===== config.mk =====
export PLATFORM = sky130hd
export DESIGN_NAME = http_chunked_reply_decoder_unit
export DESIGN_NICKNAME = d
export VERILOG_FILES = /design/src/rtl/hcrd_pkg.sv /design/src/rtl/http_chunked_reply_decoder_unit.sv
export SDC_FILE = /design/constraint.sdc
export NUM_CORES = 1
export LEC_CHECK = 0
export BUFFER_PORTS_ARGS = -buffer_cell sky130_fd_sc_hd__clkbuf_2
export CAP_MARGIN = 20
export CELL_PAD_IN_SITES_DETAIL_PLACEMENT = 1
export CELL_PAD_IN_SITES_GLOBAL_PLACEMENT = 1
export CORE_ASPECT_RATIO = 0.7
export CORE_MARGIN = 1
export CORE_UTILIZATION = 50
export DETAILED_ROUTE_END_ITERATION = 7
export GPL_ROUTABILITY_DRIVEN = 1
export HOLD_SLACK_MARGIN = 0.15
export PLACE_DENSITY_LB_ADDON = 0.1
export SYNTH_ARGS = -nofsm -noshare
export SYNTH_HDL_FRONTEND = slang
export SYNTH_SLANG_ARGS = --single-unit

===== constraint.sdc =====
create_clock -name clk -period 6.85 [get_ports clk]
set_clock_uncertainty 0.1 [all_clocks]
set_input_delay 0.685 -clock clk [delete_from_list [all_inputs] [get_ports clk]]
set_output_delay 0.685 -clock clk [all_outputs]
set_load 0.005 [all_outputs]

===== src/rtl/hcrd_pkg.sv =====
package hcrd_pkg;

  typedef enum logic [2:0] {
    PH_STATUS = 3'd0,
    PH_HEAD   = 3'd1,
    PH_SIZE   = 3'd2,
    PH_DATA   = 3'd3,
    PH_TAIL   = 3'd4,
    PH_DONE   = 3'd5,
    PH_STOP   = 3'd6
  } phase_t;

  typedef enum logic [2:0] {
    SS_SPACE = 3'd0,
    SS_BLANK = 3'd1,
    SS_SIGN  = 3'd2,
    SS_DIGIT = 3'd3,
    SS_END   = 3'd4
  } status_scan_t;

  typedef enum logic [1:0] {
    ZS_BLANK = 2'd0,
    ZS_SIGN  = 2'd1,
    ZS_DIGIT = 2'd2,
    ZS_END   = 2'd3
  } size_scan_t;

  typedef enum logic [1:0] {
    VERDICT_PENDING = 2'd0,
    VERDICT_OK      = 2'd1,
    VERDICT_BUSY    = 2'd2,
    VERDICT_FAILED  = 2'd3
  } verdict_t;

  localparam logic       OP_FEED   = 1'b0;
  localparam logic       OP_CLEAR  = 1'b1;
  localparam logic [9:0] STATUS_OK   = 10'd200;
  localparam logic [9:0] STATUS_BUSY = 10'd503;
  localparam logic [9:0] STATUS_MAX  = 10'd1023;

  localparam logic [7:0] CH_CR    = 8'h0D;
  localparam logic [7:0] CH_LF    = 8'h0A;
  localparam logic [7:0] CH_SPACE = 8'h20;
  localparam logic [7:0] CH_PLUS  = 8'h2B;
  localparam logic [7:0] CH_MINUS = 8'h2D;

  function automatic logic is_blank(input logic [7:0] c);
    return (c == 8'h20) || (c == 8'h09) || (c == 8'h0B) || (c == 8'h0C);
  endfunction

  function automatic logic is_dec(input logic [7:0] c);
    return (c >= 8'h30) && (c <= 8'h39);
  endfunction

  // Returns {is_hex, nibble}.
  function automatic logic [4:0] hex_digit(input logic [7:0] c);
    logic [4:0] res;
    res = 5'd0;
    if ((c >= 8'h30) && (c <= 8'h39)) begin
      res = {1'b1, c[3:0]};
    end else if (((c >= 8'h61) && (c <= 8'h66)) || ((c >= 8'h41) && (c <= 8'h46))) begin
      res = {1'b1, c[3:0] + 4'd9};
    end
    return res;
  endfunction

endpackage


===== src/rtl/http_chunked_reply_decoder_unit.sv =====
// Chunked HTTP/1.1 reply decoder.
// The input channel (in_valid, in_stall, in_op, in_data_byte) takes one reply byte
// per beat; in_op set instead clears the decoder for a new reply. Every input beat
// gives exactly one result beat on the output channel (out_valid, out_stall and the
// out_ fields): a kept chunk payload byte with its end-of-chunk mark, plus the
// current status code, verdict and finished flag.
// The result of an accepted beat is registered and presented from the next cycle
// on. Throughput is one beat per cycle while out_stall is low; the whole state update
// is one pass of logic from the input ports into the state and result registers.
// The result register frees itself when its beat is taken, so a new input is
// accepted in the same cycle that the previous result leaves.
// When the receiver stalls, the result holds and in_stall rises, so no byte is
// taken until the held result is gone.
// Reset (rst_n low, synchronous) empties the result register and puts the
// decoder at the start of the status line, the same state a clear beat gives.
// Chunk payload beyond LINE_BYTES-1 bytes of a chunk is counted but not passed on.
module http_chunked_reply_decoder_unit #(
  parameter int LINE_BYTES = 128,
  parameter int SIZE_BITS  = 32
) (
  input  logic       clk,
  input  logic       rst_n,
  input  logic       in_valid,
  output logic       in_stall,
  input  logic       in_op,
  input  logic [7:0] in_data_byte,
  output logic       out_valid,
  input  logic       out_stall,
  output logic       out_data_valid,
  output logic [7:0] out_data_byte_out,
  output logic       out_piece_end,
  output logic [9:0] out_status_code,
  output logic [1:0] out_verdict,
  output logic       out_finished
);
  import hcrd_pkg::*;

  localparam int LC_W = (LINE_BYTES > 2) ? $clog2(LINE_BYTES) : 1;
  localparam logic [LC_W-1:0] LC_LAST = LC_W'(LINE_BYTES - 1);

  phase_t                 phase_r, phase_nxt;
  logic [LC_W-1:0]        line_count_r, line_count_nxt;
  logic [9:0]             status_value_r, status_value_nxt;
  status_scan_t           status_scan_r, status_scan_nxt;
  logic                   status_failed_r, status_failed_nxt;
  logic [SIZE_BITS-1:0]   size_accum_r, size_accum_nxt;
  size_scan_t             size_scan_r, size_scan_nxt;
  logic                   size_negative_r, size_negative_nxt;
  logic [SIZE_BITS-1:0]   bytes_left_r, bytes_left_nxt;

  logic                   out_valid_r;
  logic                   data_valid_r, data_valid_nxt;
  logic [7:0]             data_byte_r, data_byte_nxt;
  logic                   piece_end_r, piece_end_nxt;
  logic [9:0]             status_code_r, status_code_nxt;
  verdict_t               verdict_r, verdict_nxt;
  logic                   finished_r, finished_nxt;

  logic                   in_take;
  logic                   room;
  logic                   is_lf;
  logic                   is_cr;
  logic [13:0]            dec_sum;
  logic [4:0]             hex;
  logic                   size_ovf;
  logic [SIZE_BITS-1:0]   size_shift;
  logic [SIZE_BITS-1:0]   bytes_dec;

  assign in_stall = out_valid_r && out_stall;
  assign in_take  = in_valid && !in_stall;

  assign room  = line_count_r < LC_LAST;
  assign is_lf = in_data_byte == CH_LF;
  assign is_cr = in_data_byte == CH_CR;

  assign dec_sum    = {1'b0, status_value_r, 3'b000} + {3'b000, status_value_r, 1'b0}
                    + {10'd0, in_data_byte[3:0]};
  assign hex        = hex_digit(in_data_byte);
  // Shifting in one more nibble overflows when the top nibble is already in use.
  assign size_ovf   = size_accum_r[SIZE_BITS-1 -: 4] != 4'd0;
  assign size_shift = {size_accum_r[SIZE_BITS-5:0], hex[3:0]};
  assign bytes_dec  = bytes_left_r - SIZE_BITS'(1);

  always_comb begin
    phase_nxt         = phase_r;
    line_count_nxt    = line_count_r;
    status_value_nxt  = status_value_r;
    status_scan_nxt   = status_scan_r;
    status_failed_nxt = status_failed_r;
    size_accum_nxt    = size_accum_r;
    size_scan_nxt     = size_scan_r;
    size_negative_nxt = size_negative_r;
    bytes_left_nxt    = bytes_left_r;
    data_valid_nxt    = 1'b0;
    data_byte_nxt     = 8'd0;
    piece_end_nxt     = 1'b0;

    if (in_op == OP_CLEAR) begin
      phase_nxt         = PH_STATUS;
      line_count_nxt    = '0;
      status_value_nxt  = '0;
      status_scan_nxt   = SS_SPACE;
      status_failed_nxt = 1'b0;
      size_accum_nxt    = '0;
      size_scan_nxt     = ZS_BLANK;
      size_negative_nxt = 1'b0;
      bytes_left_nxt    = '0;
    end else begin
      case (phase_r)
        PH_STATUS, PH_HEAD: begin
          if (room && !is_cr && !is_lf) begin
            line_count_nxt = line_count_r + LC_W'(1);
            if (phase_r == PH_STATUS) begin
              case (status_scan_r)
                SS_SPACE: begin
                  if (in_data_byte == CH_SPACE) status_scan_nxt = SS_BLANK;
                end
                SS_BLANK, SS_SIGN, SS_DIGIT: begin
                  if (status_scan_r == SS_BLANK && is_blank(in_data_byte)) begin
                    status_scan_nxt = SS_BLANK;
                  end else if (status_scan_r == SS_BLANK &&
                               (in_data_byte == CH_PLUS || in_data_byte == CH_MINUS)) begin
                    if (in_data_byte == CH_MINUS) status_failed_nxt = 1'b1;
                    status_scan_nxt = SS_SIGN;
                  end else if (is_dec(in_data_byte)) begin
                    status_value_nxt = (dec_sum > 14'(STATUS_MAX)) ? STATUS_MAX
                                                                   : dec_sum[9:0];
                    status_scan_nxt  = SS_DIGIT;
                  end else begin
                    status_scan_nxt = SS_END;
                  end
                end
                default: ;
              endcase
            end
          end
          if (is_lf) begin
            line_count_nxt = '0;
            if (phase_r == PH_STATUS) begin
              if (status_scan_r == SS_SPACE || status_failed_r) begin
                status_failed_nxt = 1'b1;
                status_value_nxt  = '0;
                phase_nxt         = PH_STOP;
              end else if (status_value_r == 10'd0) begin
                // No digits or a zero value: the next line is read as the status line again.
                status_scan_nxt = SS_SPACE;
              end else if (status_value_r == STATUS_OK) begin
                phase_nxt = PH_HEAD;
              end else begin
                phase_nxt = PH_STOP;
              end
            end else if (line_count_r == '0) begin
              phase_nxt         = PH_SIZE;
              size_accum_nxt    = '0;
              size_scan_nxt     = ZS_BLANK;
              size_negative_nxt = 1'b0;
            end
          end
        end
        PH_SIZE: begin
          if (is_lf) begin
            line_count_nxt = '0;
            if (size_negative_r || size_accum_r == '0) begin
              phase_nxt = PH_DONE;
            end else begin
              bytes_left_nxt = size_accum_r;
              phase_nxt      = PH_DATA;
            end
            size_accum_nxt    = '0;
            size_scan_nxt     = ZS_BLANK;
            size_negative_nxt = 1'b0;
          end else if (!is_cr && room) begin
            line_count_nxt = line_count_r + LC_W'(1);
            case (size_scan_r)
              ZS_BLANK, ZS_SIGN, ZS_DIGIT: begin
                if (size_scan_r == ZS_BLANK && is_blank(in_data_byte)) begin
                  size_scan_nxt = ZS_BLANK;
                end else if (size_scan_r == ZS_BLANK &&
                             (in_data_byte == CH_PLUS || in_data_byte == CH_MINUS)) begin
                  if (in_data_byte == CH_MINUS) size_negative_nxt = 1'b1;
                  size_scan_nxt = ZS_SIGN;
                end else if (hex[4]) begin
                  size_accum_nxt = size_ovf ? '1 : size_shift;
                  size_scan_nxt  = ZS_DIGIT;
                end else begin
                  size_scan_nxt = ZS_END;
                end
              end
              default: ;
            endcase
          end
        end
        PH_DATA: begin
          if (room) begin
            line_count_nxt = line_count_r + LC_W'(1);
            if (status_value_r == STATUS_OK) begin
              data_valid_nxt = 1'b1;
              data_byte_nxt  = in_data_byte;
            end
          end
          if (bytes_left_r != '0) bytes_left_nxt = bytes_dec;
          if (bytes_left_r <= SIZE_BITS'(1)) begin
            if (status_value_r == STATUS_OK) piece_end_nxt = 1'b1;
            line_count_nxt = '0;
            phase_nxt      = PH_TAIL;
          end
        end
        PH_TAIL: begin
          if (is_lf) phase_nxt = PH_SIZE;
        end
        default: ;
      endcase
    end

    if (phase_nxt == PH_DONE) begin
      verdict_nxt = VERDICT_OK;
    end else if (phase_nxt == PH_STOP) begin
      verdict_nxt = (!status_failed_nxt && status_value_nxt == STATUS_BUSY) ? VERDICT_BUSY
                                                                            : VERDICT_FAILED;
    end else begin
      verdict_nxt = VERDICT_PENDING;
    end
    status_code_nxt = (phase_nxt == PH_STATUS || status_failed_nxt) ? 10'd0 : status_value_nxt;
    finished_nxt    = phase_nxt == PH_DONE;
  end

  always_ff @(posedge clk) begin
    if (!rst_n) begin
      phase_r         <= PH_STATUS;
      line_count_r    <= '0;
      status_value_r  <= '0;
      status_scan_r   <= SS_SPACE;
      status_failed_r <= 1'b0;
      size_accum_r    <= '0;
      size_scan_r     <= ZS_BLANK;
      size_negative_r <= 1'b0;
      bytes_left_r    <= '0;
      out_valid_r     <= 1'b0;
    end else begin
      if (in_take) begin
        phase_r         <= phase_nxt;
        line_count_r    <= line_count_nxt;
        status_value_r  <= status_value_nxt;
        status_scan_r   <= status_scan_nxt;
        status_failed_r <= status_failed_nxt;
        size_accum_r    <= size_accum_nxt;
        size_scan_r     <= size_scan_nxt;
        size_negative_r <= size_negative_nxt;
        bytes_left_r    <= bytes_left_nxt;
        out_valid_r     <= 1'b1;
      end else if (!out_stall) begin
        out_valid_r <= 1'b0;
      end
    end
  end

  always_ff @(posedge clk) begin
    if (in_take) begin
      data_valid_r  <= data_valid_nxt;
      data_byte_r   <= data_byte_nxt;
      piece_end_r   <= piece_end_nxt;
      status_code_r <= status_code_nxt;
      verdict_r     <= verdict_nxt;
      finished_r    <= finished_nxt;
    end
  end

  assign out_valid         = out_valid_r;
  assign out_data_valid    = data_valid_r;
  assign out_data_byte_out = data_byte_r;
  assign out_piece_end     = piece_end_r;
  assign out_status_code   = status_code_r;
  assign out_verdict       = verdict_r;
  assign out_finished      = finished_r;

  a_finished_ok: assert property (@(posedge clk) disable iff (!rst_n)
    out_valid && out_finished |-> out_verdict == VERDICT_OK)
    else $error("finished result without an ok verdict");

  a_payload_200: assert property (@(posedge clk) disable iff (!rst_n)
    out_valid && out_data_valid |-> out_status_code == STATUS_OK && out_verdict == VERDICT_PENDING)
    else $error("payload byte passed on outside a pending 200 reply");

  a_line_bound: assert property (@(posedge clk) disable iff (!rst_n)
    line_count_r <= LC_LAST)
    else $error("line count beyond the kept line length");

  a_reset_empty: assert property (@(posedge clk)
    $past(!rst_n) |-> !out_valid_r)
    else $error("result present right after reset");

endmodule


; Word-level counts from Yosys, hierarchy flattened
; Cells that the tools add are included.
[totals]
input_bits = 13
wordCells = 225
output_inout_bits = 25
ff_bits = 115
[op_classes]
n_bitwise = 5
reduce_logical = 50
n_addsub = 5
n_mux = 102
order_cmp = 9
n_eq_ne = 37
[ops]
columns = operator, n
row1 = 2-to-1 mux 32 bit, 15
row2 = case mux 32 bit (2 select lines), 2
row3 = 2-to-1 mux 10 bit, 12
row4 = 2-to-1 mux 3 bit, 23
row5 = 2-to-1 mux 7 bit, 7
row6 = "== test 8 x 4 -> 1 bit, second input constant", 5
row7 = "inequality test 4 bit, second input constant", 9
row8 = "less-or-equal comparator 32 x 1 -> 1 bit, second input constant", 1
row9 = logical NOT 32 bit, 1
row10 = nonzero test 32 bit, 1
row11 = "subtractor 32 x 1 -> 32 bit, second input constant", 1
row12 = 2-to-1 mux 1 bit, 27
row13 = "== test 8 x 6 -> 1 bit, second input constant", 3
row14 = case mux 7 bit (3 select lines), 1
row15 = AND reduction 10 bit, 2
row16 = 2-to-1 mux 2 bit, 9
row17 = "inequality test 3 bit, second input constant", 6
row18 = "greater-or-equal comparator 8 x 7 -> 1 bit, second input constant", 2
row19 = "less-or-equal comparator 8 x 7 -> 1 bit, second input constant", 2
row20 = adder 13 x 11 -> 14 bit, 1
row21 = adder 14 x 4 -> 14 bit, 1
row22 = "greater-than comparator 14 x 10 -> 1 bit, second input constant", 1
row23 = "== test 3 x 2 -> 1 bit, second input constant", 4
row24 = logical AND 1 bit, 12
row25 = 33 further kinds, 60

; Depth between registers and ports, before layout
[logic_depth]
word_depth = 19
depth_mapped = 13
depth_no_buf = 12

; Worst setup path before layout
; Ideal clock, no wire load.
[synth_timing]
kind = in2reg
start = input port in_data_byte[3]
end = register verdict_r[0], in the netlist out_verdict[0] (data pin)
arrival_ns = 3.684
path_buffers = 0
slack_ns = 2.793
required_ns = 6.476
setup_ns = 0.274
path_stages = 11
path_cell_list = fa_1 > fa_1 > a21o_1 > a221oi_1 > a221oi_1 > nor4_1 > nand3_1 > o21ai_2 > or3b_1 > nor4_2 > a41oi_1
[synth_between]
elab_chain_len = 18
word_cells_on_any_way = 58
classes_between = 1 x add/sub / 3 x order compare / 11 x eq/ne / 30 x mux / 13 x reduce/logical
[synth_lines]
columns = item, line
row1 = "start, declared", http_chunked_reply_decoder_unit.sv:26  ; input logic [7:0] in_data_byte,
row2 = "adder 14 x 4 -> 14 bit, or another cell as far along", http_chunked_reply_decoder_unit.sv:77  ; + {10'd0, in_data_byte[3:0]};
row3 = greater-than comparator 14 x 10 -> 1 bit / logical OR 1 bit (equally long branches), "http_chunked_reply_decoder_unit.sv:126, hcrd_pkg.sv:48"
row4 = 2-to-1 mux 10 bit / logical OR 1 bit (equally long branches), "http_chunked_reply_decoder_unit.sv:126, hcrd_pkg.sv:48"
row5 = 2-to-1 mux 10 bit / logical OR 1 bit (equally long branches), "http_chunked_reply_decoder_unit.sv:125, hcrd_pkg.sv:48"
row6 = 2-to-1 mux 10 bit / logical AND 1 bit (equally long branches), "http_chunked_reply_decoder_unit.sv:121, http_chunked_reply_decoder_unit.sv:119"
row7 = 2-to-1 mux 10 bit / 2-to-1 mux 1 bit (equally long branches), http_chunked_reply_decoder_unit.sv:119  ; if (status_scan_r == SS_BLANK && is_blank(in_data_byte)) begin
row8 = 2-to-1 mux 10 bit / 2-to-1 mux 1 bit (equally long branches), http_chunked_reply_decoder_unit.sv:114  ; case (status_scan_r)
row9 = 2-to-1 mux 10 bit / 2-to-1 mux 1 bit (equally long branches), http_chunked_reply_decoder_unit.sv:113  ; if (phase_r == PH_STATUS) begin
row10 = (+2 left out), --
row11 = 2-to-1 mux 10 bit / 2-to-1 mux 1 bit (equally long branches), http_chunked_reply_decoder_unit.sv:139  ; if (phase_r == PH_STATUS) begin
row12 = 2-to-1 mux 10 bit / 2-to-1 mux 1 bit (equally long branches), http_chunked_reply_decoder_unit.sv:137  ; if (is_lf) begin
row13 = 2-to-1 mux 10 bit / 2-to-1 mux 1 bit (equally long branches), http_chunked_reply_decoder_unit.sv:109  ; case (phase_r)
row14 = 2-to-1 mux 10 bit / 2-to-1 mux 1 bit (equally long branches), http_chunked_reply_decoder_unit.sv:98  ; if (in_op == OP_CLEAR) begin
row15 = == test 10 x 9 -> 1 bit / logical NOT 1 bit (equally long branches), http_chunked_reply_decoder_unit.sv:218  ; verdict_nxt = (!status_failed_nxt && status_value_nxt == STATUS_BUSY) ? VERDICT_BUSY
row16 = logical AND 1 bit, http_chunked_reply_decoder_unit.sv:218
row17 = 2-to-1 mux 1 bit, http_chunked_reply_decoder_unit.sv:218
row18 = 2-to-1 mux 1 bit, http_chunked_reply_decoder_unit.sv:217  ; end else if (phase_nxt == PH_STOP) begin
row19 = "end signal, assigned", http_chunked_reply_decoder_unit.sv:263  ; verdict_r <= verdict_nxt;
row20 = "end, declared", http_chunked_reply_decoder_unit.sv:56  ; verdict_t verdict_r, verdict_nxt;
; Several ways; a longest one is shown, not always the timed one.
; A chain may end at the register's enable or synchronous reset.

; Worst setup path in the final report
; Ends and elaborated chain as after synthesis.

==> impl_metrics.tcl <==
set metrics [dict create \
    ioPinCount 38 \
    total_power_mw 1.712 \
    first_global_vias 7149 \
    synthArstFlopShare_pct 0 \
    dr_total_vias 7438 \
    p_int_mw 1.316 \
    placed_cell_area_mm2 0.007547 \
    power.switching_uw 395.7 \
    mostFrequentLayoutCells "nand2_1 (114), o21ai_0 (103), dfxtp_1 (92)" \
    antenna_found_initial 0 \
    drc 0 \
    clkSlewWorstSetupHoldPaths_ns 0.06 \
    post_cts_buffers 0 \
    netlist_area_mm2 0.007288 \
    syn_inst 925 \
    hold_violations 0 \
    final_layout_size_suffix_gt1_share_pct 10.57 \
    stdcell_area_mm2 0.008170 \
    ys.flop_type "dfxtp_1" \
    arrival_ns 4.88 \
    dieHeight_um 103.0 \
    nets 978 \
    ant_nets 0 \
    grt_max_degree 88 \
    synth_top_area_share_pct 25.27 \
    crit_fanout 18 \
    crit_path_start_kind "input port" \
    dp_hpwl_mm 17.23 \
    p_comb_share_pct 6.0 \
    final-seq-area_mm2 0.002532 \
    rsz0062_at_grt "false" \
    yosysTopAreaCell "dfxtp_1" \
    p_seq_share_pct 41.2 \
    place_inst 1105 \
    slew_viol_final 0 \
    post-place-ws_ns 1.762 \
    setup_viol_count_final 0 \
    drtIter0Drc 639 \
    setup_tns_ns 0 \
    clock_latency_ns 0.43 \
    htree_levels 4 \
    holdWs_ns 0.3999 \
    core_mm2 0.01405 \
    yosysUniqueCellTypes 86 \
    max_freq_mhz 206.9 \
    cts_tree "done" \
    synth_seq_area_share_pct 34.75 \
    cts_resized 0 \
    multi_input_area_mm2 0.004472 \
    wl_per_cell_um 22.44 \
    synth_nets 968 \
    initial_core_util_pct 51.86 \
    clockBufferDepth 2 \
    synth_seq_cells 115 \
    relSlewSlack_pct 26.33 \
    stdcell_count 1136 \
    root_buffer "clkbuf_16" \
    viasPerCell 6.548 \
    tightestPinTransition_ns 1.095 \
    worstSetupEndpointType "flip-flop" \
    yosys_warnings 0 \
    netSwitchingFraction_pct 23.12 \
    grt_pass1_wl_mm 39.65 \
    die-area_mm2 0.01507 \
    clock_power_share_pct 52.7 \
    cap_viol_max_count 0 \
    cts_hold_buffers 0 \
    synthTopCellsByArea "dfxtp_1 (25%), edfxtp_1 (9.5%), o21ai_0 (7.1%)" \
    die_x_um 146.3 \
    worst_slack_ns 2.016 \
    ir_worst_vdd_uv 159.4 \
    crit_type "in -> reg" \
    p_per_area_mw_per_mm2 209.5 \
    crit_required_ns 6.89 \
    fin_util_pct 58.14 \
    p_leak_nw 3.077 \
    port_buffers 37 \
    antenna_cells 0 \
    wirelength_mm 25.50 \
    grt_use_total_pct 34.36 \
    layout_commonest_cell "nand2_1" \
    status "complete, no violations" \
    hold_class "reg -> reg" \
    syn_avg_cell_area_um2 7.879 \
    numCtsBuffers 17 \
    grt_overflow 0 \
    min_period_ns 4.834 \
    placementRows 36 \
    place_congestion 0.9441 \
    numClockSinks 115 \
    firstDrtPassIters 4 \
    timing.final.crit_share_pct 70.56 \
    area_delta_synth_final_pct 12.10 \
    synth_edf_count 23 \
    fillers 1728 \
]
==> final timing paths <==
path,slack (ns),cells after the start,start,to
hold reg to reg,0.40,2,size_accum_r[29],size_accum_r[29]
hold / removal,0.40,2,size_accum_r[29],size_accum_r[29]
setup reg to reg,2.12,11,status_value_r[0],out_verdict[0]
setup / recovery,2.02,12,in_data_byte[3],out_verdict[0]
==> state kept, by name, summed over array words and instances (netlist names) <==
name,cells
size_scan_r,2
phase_r,3
status_failed_r,1
out_data_valid,1
out_status_code,10
size_accum_r,32
status_scan_r,3
bytes_left_r,32
status_value_r,10
out_verdict,2
out_data_byte_out,8
size_negative_r,1
out_finished,1
out_piece_end,1
out_valid,1
line_count_r,7
==> logic make-up (layout without fill, tap and decap cells) <==
kind of cell / Yosys count / after routing / synth area share [%]
xor+xnor: 15 / 15 / 1.803
compound gates: 303 / 303 / 26.46
simple gates: 385 / 385 / 27.07
fa+ha+maj: 30 / 30 / 5.356
mux: 4 / 4 / 0.5665
buf+inv: 73 / 94 / 4.000
flops: 115 / 115 / 34.75
==> metal layers <==
metal	global-route usage [%]	up-vias	part of all wire, %
met5	0	-	0
met4	10.66	0	1.3
met3	7.389	34	7.3
met2	52.67	325	44
met1	48.37	3689	47
li1	-	3390	-
==> critical path: stages <==
cell and delay [ns]:
clkbuf_2 0.26, fa_1 0.60, fa_1 0.48, a21o_1 0.24, a221oi_1 0.51, a221oi_1 0.20, nor4_1 0.38, nand3_1 0.47
o21ai_2 0.31, or3b_1 0.38, nor4_2 0.18, a41oi_1 0.18
==> cell usage after synthesis, types with 8 or more instances <==
cell and number:
a21boi_0 45, a21oi_1 64, a22oi_1 8, and2_1 30
and3_1 9, buf_2 8, clkbuf_1 43, dfxtp_1 92
edfxtp_1 23, ha_1 28, inv_1 20, nand2_1 114
nand3_1 23, nor2_1 90, nor2b_1 14, nor3_1 24
nor4_1 24, o21ai_0 103, xor2_1 9
==> final cells by class <==
type / count / area share, %
flip-flops and latches: 115 / 31.00
well taps: 190 / 2.910
inverters: 20 / 0.9188
multi-input cells: 737 / 54.73
repair buffers: 44 / 3.155
clock buffers: 27 / 6.799
clock inverters: 3 / 0.4900
==> power by group through the flow <==
| stage | logic, mW | clock network, mW | registers [mW] |
|---|---|---|---|
| 3_5_place_dp | 0.0986 | 0 | 0.720 |
| 3_3_place_gp | 0.0946 | 0 | 0.719 |
| 4_1_cts | 0.101 | 0.906 | 0.706 |
| 5_1_grt | 0.110 | 0.942 | 0.706 |
| 2_1_floorplan | 0.0594 | 0 | 0.718 |
| 6_report | 0.103 | 0.903 | 0.706 |
(Power assumes the default switching activity.)
